==> config.mk <==
export PLATFORM = sky130hd
export DESIGN_NAME = control_frame_checker_bundle_finder
export DESIGN_NICKNAME = d
export VERILOG_FILES = /design/src/rtl/cfcb_pkg.sv /design/src/rtl/cfcb_in_stage.sv /design/src/rtl/cfcb_frame.sv /design/src/rtl/control_frame_checker_bundle_finder.sv
export SDC_FILE = /design/constraint.sdc
export NUM_CORES = 1
export LEC_CHECK = 0
export BUFFER_PORTS_ARGS = -buffer_cell sky130_fd_sc_hd__buf_2
export CORE_UTILIZATION = 65
export CTS_CLUSTER_DIAMETER = 100
export DETAILED_ROUTE_END_ITERATION = 7
export GPL_ROUTABILITY_DRIVEN = 0
export GPL_TIMING_DRIVEN = 0
export PLACE_DENSITY = 0.87
export SYNTH_ARGS = -nofsm -noshare
export SYNTH_HDL_FRONTEND = slang
export SYNTH_SLANG_ARGS = --single-unit
export TNS_END_PERCENT = 1
==> constraint.sdc <==
create_clock -name clk -period 10.1 [get_ports clk]
set_input_delay 2.525 -clock clk [delete_from_list [all_inputs] [get_ports clk]]
set_output_delay 2.525 -clock clk [all_outputs]
set_load 0.02 [all_outputs]
==> src/rtl/cfcb_pkg.sv <==
// Shared types, constants and CRC step for the control frame checker.
package cfcb_pkg;

  localparam int unsigned CountW = 9;

  localparam logic [7:0]  CtrlType      = 8'h01;
  localparam logic [15:0] CrcPoly       = 16'hA001;
  localparam logic [8:0]  FirstHeader   = 9'd3;
  localparam logic [8:0]  MinAcceptLen  = 9'd5;
  localparam logic [8:0]  MinCrcLen     = 9'd3;
  localparam logic [8:0]  MinVersionLen = 9'd2;

  // Configuration register indexes
  localparam logic RegExpVersion   = 1'b0;
  localparam logic RegTargetBundle = 1'b1;

  typedef struct packed {
    logic [8:0] frame_length;
    logic       too_long;
    logic       crc_ok;
    logic       version_ok;
    logic [7:0] message_type;
    logic       accepted;
    logic       bundle_found;
    logic [7:0] bundle_length_byte;
    logic [8:0] payload_offset;
  } cfcb_result_t;

  // One byte of reflected CRC-16, bit at a time
  function automatic logic [15:0] crc_byte(input logic [15:0] crc, input logic [7:0] b);
    logic [15:0] c;
    c = crc ^ {8'h00, b};
    for (int k = 0; k < 8; k++) begin
      c = c[0] ? ((c >> 1) ^ CrcPoly) : (c >> 1);
    end
    return c;
  endfunction

endpackage

==> src/rtl/cfcb_in_stage.sv <==
// Input register: holds one received word until the frame logic takes it.
module cfcb_in_stage (
  input  logic       clk,
  input  logic       rst_n,
  input  logic       in_valid,
  output logic       in_stall,
  input  logic [7:0] in_data_byte,
  input  logic       in_last_byte,
  input  logic       advance,
  output logic       word_valid,
  output logic [7:0] word_data,
  output logic       word_last
);
  import cfcb_pkg::*;

  logic       valid_r, valid_nxt;
  logic [7:0] data_r;
  logic       last_r;
  logic       load;

  assign in_stall = valid_r && !advance;
  assign load     = in_valid && !in_stall;

  always_comb begin
    valid_nxt = valid_r;
    if (load) begin
      valid_nxt = 1'b1;
    end else if (advance) begin
      valid_nxt = 1'b0;
    end
  end

  always_ff @(posedge clk) begin
    if (!rst_n) begin
      valid_r <= 1'b0;
    end else begin
      valid_r <= valid_nxt;
    end
  end

  always_ff @(posedge clk) begin
    if (load) begin
      data_r <= in_data_byte;
      last_r <= in_last_byte;
    end
  end

  assign word_valid = valid_r;
  assign word_data  = data_r;
  assign word_last  = last_r;
endmodule

==> src/rtl/cfcb_frame.sv <==
// Per-frame state: CRC, byte count, header fields and bundle chain walk.
module cfcb_frame #(
  parameter int unsigned MAX_FRAME = 256
) (
  input  logic                  clk,
  input  logic                  rst_n,
  input  logic                  advance,
  input  logic [7:0]            word_data,
  input  logic                  word_last,
  input  logic [7:0]            expected_version,
  input  logic [7:0]            target_bundle,
  output cfcb_pkg::cfcb_result_t result
);
  import cfcb_pkg::*;

  localparam logic [CountW-1:0] MaxCount = CountW'(MAX_FRAME);

  logic [15:0]       crc_r, crc_nxt;
  logic [CountW-1:0] count_r, count_nxt;
  logic [7:0]        d0_r, d0_nxt, d1_r, d1_nxt;
  logic [7:0]        ver_r, ver_nxt, type_r, type_nxt;
  logic [8:0]        nhp_r, nhp_nxt;
  logic [7:0]        hold_r, hold_nxt;
  logic              found_r, found_nxt;
  logic [7:0]        flen_r, flen_nxt;
  logic [8:0]        foff_r, foff_nxt;
  logic              ovf_r, ovf_nxt;

  logic              in_range;
  logic              at_header_id;
  logic              bf;

  always_comb begin
    in_range = count_r < MaxCount;
    crc_nxt  = crc_r;
    d0_nxt   = d0_r;
    d1_nxt   = d1_r;
    ver_nxt  = ver_r;
    type_nxt = type_r;
    nhp_nxt  = nhp_r;
    hold_nxt = hold_r;
    found_nxt = found_r;
    flen_nxt = flen_r;
    foff_nxt = foff_r;
    count_nxt = count_r;
    ovf_nxt  = ovf_r;
    at_header_id = ({1'b0, count_r} == ({1'b0, nhp_r} + 10'd1));

    if (in_range) begin
      if (count_r >= 9'd2) begin
        crc_nxt = crc_byte(crc_r, d0_r);
      end
      d0_nxt = d1_r;
      d1_nxt = word_data;
      if (count_r == 9'd0) begin
        type_nxt = word_data;
      end
      if (count_r == 9'd1) begin
        ver_nxt = word_data;
      end
      // Identifier byte of the current bundle header: match or hop on
      if (!found_r && at_header_id) begin
        if (word_data == target_bundle) begin
          found_nxt = 1'b1;
          flen_nxt  = hold_r;
          foff_nxt  = nhp_r + 9'd2;
        end else begin
          nhp_nxt = nhp_r + {1'b0, hold_r} + 9'd1;
        end
      end
      if (!found_nxt && count_r == nhp_nxt) begin
        hold_nxt = word_data;
      end
      count_nxt = count_r + 9'd1;
    end else begin
      ovf_nxt = 1'b1;
    end

    bf = !ovf_nxt && found_nxt && (foff_nxt < count_nxt);

    result.frame_length = count_nxt;
    result.too_long     = ovf_nxt;
    result.crc_ok       = !ovf_nxt && (count_nxt >= MinCrcLen)
                          && (crc_nxt == {d1_r, word_data});
    result.version_ok   = (count_nxt >= MinVersionLen) && (ver_nxt == expected_version);
    result.message_type = type_nxt;
    result.accepted     = result.crc_ok && result.version_ok && (type_nxt == CtrlType)
                          && (count_nxt > MinAcceptLen) && !ovf_nxt;
    result.bundle_found = bf;
    result.bundle_length_byte = bf ? flen_nxt : 8'd0;
    result.payload_offset     = bf ? foff_nxt : 9'd0;
  end

  always_ff @(posedge clk) begin
    if (!rst_n || (advance && word_last)) begin
      crc_r   <= '0;
      count_r <= '0;
      d0_r    <= '0;
      d1_r    <= '0;
      ver_r   <= '0;
      type_r  <= '0;
      nhp_r   <= FirstHeader;
      hold_r  <= '0;
      found_r <= 1'b0;
      flen_r  <= '0;
      foff_r  <= '0;
      ovf_r   <= 1'b0;
    end else if (advance) begin
      crc_r   <= crc_nxt;
      count_r <= count_nxt;
      d0_r    <= d0_nxt;
      d1_r    <= d1_nxt;
      ver_r   <= ver_nxt;
      type_r  <= type_nxt;
      nhp_r   <= nhp_nxt;
      hold_r  <= hold_nxt;
      found_r <= found_nxt;
      flen_r  <= flen_nxt;
      foff_r  <= foff_nxt;
      ovf_r   <= ovf_nxt;
    end
  end
endmodule

==> src/rtl/control_frame_checker_bundle_finder.sv <==
// Top level of the control frame checker with bundle finder.
//
// Usage: a received frame enters one word (byte) per handshake on the in_
// channel, in_last_byte high on its final word. Each word is checked on the
// fly: reflected CRC-16 over all but the last two words, compared with the
// trailing big-endian CRC; byte one against the expected version; byte zero
// as the message type; and the bundle chain from offset three is walked for
// the target bundle. One verdict word leaves on the out_ channel per frame,
// for the final word only; other words give nothing.
// The final word passes the input register, then the result register, whose
// output is the verdict. Throughput: one word per cycle while in_stall is
// low; the single-byte CRC step is the deepest logic per cycle.
// Stall: a verdict waiting on out_stall holds; non-final words keep flowing,
// and in_stall rises only when a final word meets a still-full result
// register. Reset clears all frame state, sets expected_version to 2 and
// target_bundle to 0. Configuration writes are taken at any edge with
// cfg_wr_en high and should only be made while no frame is in flight.
module control_frame_checker_bundle_finder #(
  parameter int unsigned MAX_FRAME = 256
) (
  input  logic       clk,
  input  logic       rst_n,
  input  logic       cfg_wr_en,
  input  logic       cfg_index,
  input  logic [7:0] cfg_wr_data,
  input  logic       in_valid,
  output logic       in_stall,
  input  logic [7:0] in_data_byte,
  input  logic       in_last_byte,
  output logic       out_valid,
  input  logic       out_stall,
  output logic [8:0] out_frame_length,
  output logic       out_too_long,
  output logic       out_crc_ok,
  output logic       out_version_ok,
  output logic [7:0] out_message_type,
  output logic       out_accepted,
  output logic       out_bundle_found,
  output logic [7:0] out_bundle_length_byte,
  output logic [8:0] out_payload_offset
);
  import cfcb_pkg::*;

  logic [7:0]   exp_version_r;
  logic [7:0]   target_r;
  logic         word_valid;
  logic [7:0]   word_data;
  logic         word_last;
  logic         advance;
  logic         out_valid_r, out_valid_nxt;
  cfcb_result_t result;
  cfcb_result_t result_r;

  // Configuration registers
  always_ff @(posedge clk) begin
    if (!rst_n) begin
      exp_version_r <= 8'd2;
      target_r      <= 8'd0;
    end else if (cfg_wr_en) begin
      case (cfg_index)
        RegExpVersion:   exp_version_r <= cfg_wr_data;
        RegTargetBundle: target_r      <= cfg_wr_data;
        default: ;
      endcase
    end
  end

  // Advance a held word unless it is a final word and the verdict slot
  // stays occupied this cycle.
  assign advance = word_valid && (!word_last || !out_valid_r || !out_stall);

  cfcb_in_stage u_in_stage (
    .clk          (clk),
    .rst_n        (rst_n),
    .in_valid     (in_valid),
    .in_stall     (in_stall),
    .in_data_byte (in_data_byte),
    .in_last_byte (in_last_byte),
    .advance      (advance),
    .word_valid   (word_valid),
    .word_data    (word_data),
    .word_last    (word_last)
  );

  cfcb_frame #(
    .MAX_FRAME (MAX_FRAME)
  ) u_frame (
    .clk              (clk),
    .rst_n            (rst_n),
    .advance          (advance),
    .word_data        (word_data),
    .word_last        (word_last),
    .expected_version (exp_version_r),
    .target_bundle    (target_r),
    .result           (result)
  );

  // Result register: load on a final word, drop once taken
  always_comb begin
    out_valid_nxt = out_valid_r;
    if (advance && word_last) begin
      out_valid_nxt = 1'b1;
    end else if (!out_stall) begin
      out_valid_nxt = 1'b0;
    end
  end

  always_ff @(posedge clk) begin
    if (!rst_n) begin
      out_valid_r <= 1'b0;
    end else begin
      out_valid_r <= out_valid_nxt;
    end
  end

  always_ff @(posedge clk) begin
    if (advance && word_last) begin
      result_r <= result;
    end
  end

  assign out_valid              = out_valid_r;
  assign out_frame_length       = result_r.frame_length;
  assign out_too_long           = result_r.too_long;
  assign out_crc_ok             = result_r.crc_ok;
  assign out_version_ok         = result_r.version_ok;
  assign out_message_type       = result_r.message_type;
  assign out_accepted           = result_r.accepted;
  assign out_bundle_found       = result_r.bundle_found;
  assign out_bundle_length_byte = result_r.bundle_length_byte;
  assign out_payload_offset     = result_r.payload_offset;
endmodule
==> metrics.txt <==
CP bufs+invs 2; die height 114 um; yosys warns 0; share of the synthesized area in the top cell type 27.1%; critical path fanouts, max 3; core box area 12,200 um^2; worst setup path category in -> out; flops & latches, synth 159; cell area power density 153 nW/um^2; CP Cell Sequence buf_2, nand2_1, nor2_1, buf_2; Synth area leaders dfxtp_1 27%, edfxtp_1 18%, xnor2_1 7.7%; Leak Pwr 3.62 nW; Clk Tree Root Cell clkbuf_16; Worst-path clk slew 60 ps; PortBufs 63; clock tree sinks 159; number of fill cells 867; worst-margin pin slew 952 ps; footprint of the multi-input gates 4170 um^2; initial antenna violation count 0; first-pass GRT wire length 31,100 um; peak supply drop 125 uV; die width 114 um; Clock Skew 7.65 ps; cell family with most CP delay buffers and inverters; ys flop type dfxtp_1; Setup Buffers After CTS 0; max cap viols 0; wire per inst 16.8 um; Register Area 3660 um^2; CP Data Arrival Time 3120 ps; setup_tns 0 ps; Starting Density 67.4%; post-route worst setup slack 4460 ps; Seq/Total Area, Yosys 44.7%; Final period util 55.8%; Via Count 6,771; CP dominant cell by count buf_2; Max-slew headroom 36.4%; cell taking the most area after synthesis dfxtp_1; Worst setup SP type input port; pre-CTS setup slack 4480 ps; H-tree depth 4; syn avg cell area 9.12 um^2; min Tclk post-route 5640 ps; Max Clk Rate 177 MHz; Critical-path top delay cell nor2_1; CP required 7580 ps; CTS tree done; final hold violation count 0; routed wire length 19,500 um; Die Area 13,100 um^2; post-layout net count 1,027; Final setup viols 0; Hold Slack 468 ps; fraction of layout cells with a size suffix above 1 11.2%; HPWL Detailed 13,900 um; total gr overflow 0; vias in the first global route 6,200; Area growth syn-to-layout 13.6%; status complete, no violations; CTS buffer count 17; drt first-iter violations 615; Post-Synthesis Cell Area 8200 um^2; cell count after synthesis 899; post-CTS resize count 0; DRC viols 0; Slew Viols, Final 0; vias per cell 5.82; GRT Util Overall 31.2%; # diodes 0; num ports 64; Antenna Nets Post-Route 0; num rows 40; CTS Buffer Depth 2; share of synthesized registers carrying an async set or reset 0%; Yosys cell types 57; Worst setup EP type primary output; Hold Crit Class reg -> reg; RSZ-0062 raised after global routing no; pin count of the biggest net entering global routing 32; hold_buf cts 0; Mapped Nets 944; Worst-Skew Late Latency 430 ps; Pre-antenna DRT Iters 5; Final Power 1.43 mW; Post-synth EDFFs 48; CP max stage delay 210 ps
-- tightest hold or removal path, stage by stage (launching register included) --
cell	delay (ps)
dfxtp_1	320
nand2_1	50
a21oi_1	50
-- flip-flops by register name, summed over array words and instances (netlist names), 9 cells and up --
signal and flops:
out_frame_length 9, u_frame.foff_r 9, out_payload_offset 9, u_frame.crc_r 16, u_frame.count_r 9, u_frame.nhp_r 9
-- power by group --
part	switching (mW)	internal, mW	leakage, nW
Combinational	0.0805	0.0460	1.98
Clock	0.250	0.366	0.281
Sequential	0.00880	0.674	1.35
Total	0.340	1.09	3.62
-- metrics by stage --
step | utilization (%) | std cells | cell area [um^2]
final | 76.6 | 1163 | 9310
after global routing | 76.6 | 1163 | 9310
after CTS | 76.6 | 1163 | 9310
after detailed placement | 71.9 | 1131 | 8750
after global placement | 71.8 | 1130 | 8730
after floorplan | - | 899 | 8200
-- final timing paths --
check | cells after the start | start | slack (ps) | to
worst max-delay path | 4 | out_stall | 4460 | in_stall
worst min-delay path | 2 | u_frame.d0_r[1]$_SDFFE_PP0P_ | 470 | u_frame.d0_r[1]$_SDFFE_PP0P_
worst max register to register | 19 | u_frame.nhp_r[1]$_SDFFE_PP1P_ | 4790 | out_payload_offset[2]$_SDFFCE_PN0P_
worst min register to register | 2 | u_frame.d0_r[1]$_SDFFE_PP0P_ | 470 | u_frame.d0_r[1]$_SDFFE_PP0P_
-- kinds of logic (layout without fill, tap and decap cells) --
family / count (synthesis) / after routing / synth area share (%)
AO/OA/AOI/OAI: 136 / 136 / 10.7
flip-flops: 159 / 159 / 44.7
multiplexers: 66 / 66 / 8.15
buffers and inverters: 93 / 189 / 4.45
AND/OR/NAND/NOR: 325 / 325 / 17.4
XOR/XNOR: 98 / 98 / 11.2
adder cells (fa/ha/maj): 22 / 22 / 3.45
-- layout make-up --
type	instances	area share [%]
timing repair buffer	64	3.60
multi-input combinational	647	44.8
buffer	54	2.35
sequential	159	39.3
clock inverter	13	1.32
clock buffer	19	4.76
inverter	39	1.57
tap	168	2.26
-- placed cells by master (no fill, tap or decap), types with 13 or more instances in the layout --
master,n
nand2_1,119
dfxtp_1,111
nor2_1,110
xnor2_1,72
buf_2,64
mux2i_1,60
a21oi_1,52
edfxtp_1,48
clkbuf_1,47
inv_1,39
nand3_1,30
xor2_1,22
ha_1,21
o21ai_0,18
clkbuf_16,17
a21boi_0,16
a211oi_1,13
-- Yosys cell counts (9+ instances only) --
cell / count
xor2_1: 22
nor3_1: 12
o21ai_0: 18
xnor2_1: 72
ha_1: 21
clkbuf_1: 46
nand2_1: 119
nand4_1: 12
a21boi_0: 16
inv_1: 39
nand3_1: 30
nor2b_1: 9
edfxtp_1: 48
nor2_1: 110
mux2i_1: 60
a211oi_1: 13
dfxtp_1: 111
nor4_1: 9
a21oi_1: 52
-- metal layers --
metal  up-vias  routed length (um)  global-route usage, %
met1      3170                8450                   40.3
met4         0                 485                   13.0
met2       306                8850                   49.4
met5         -                   0                      0
met3        49                1700                   8.79
li1       3246                   -                      -
No activity file was read; power rests on OpenSTA's default activity.
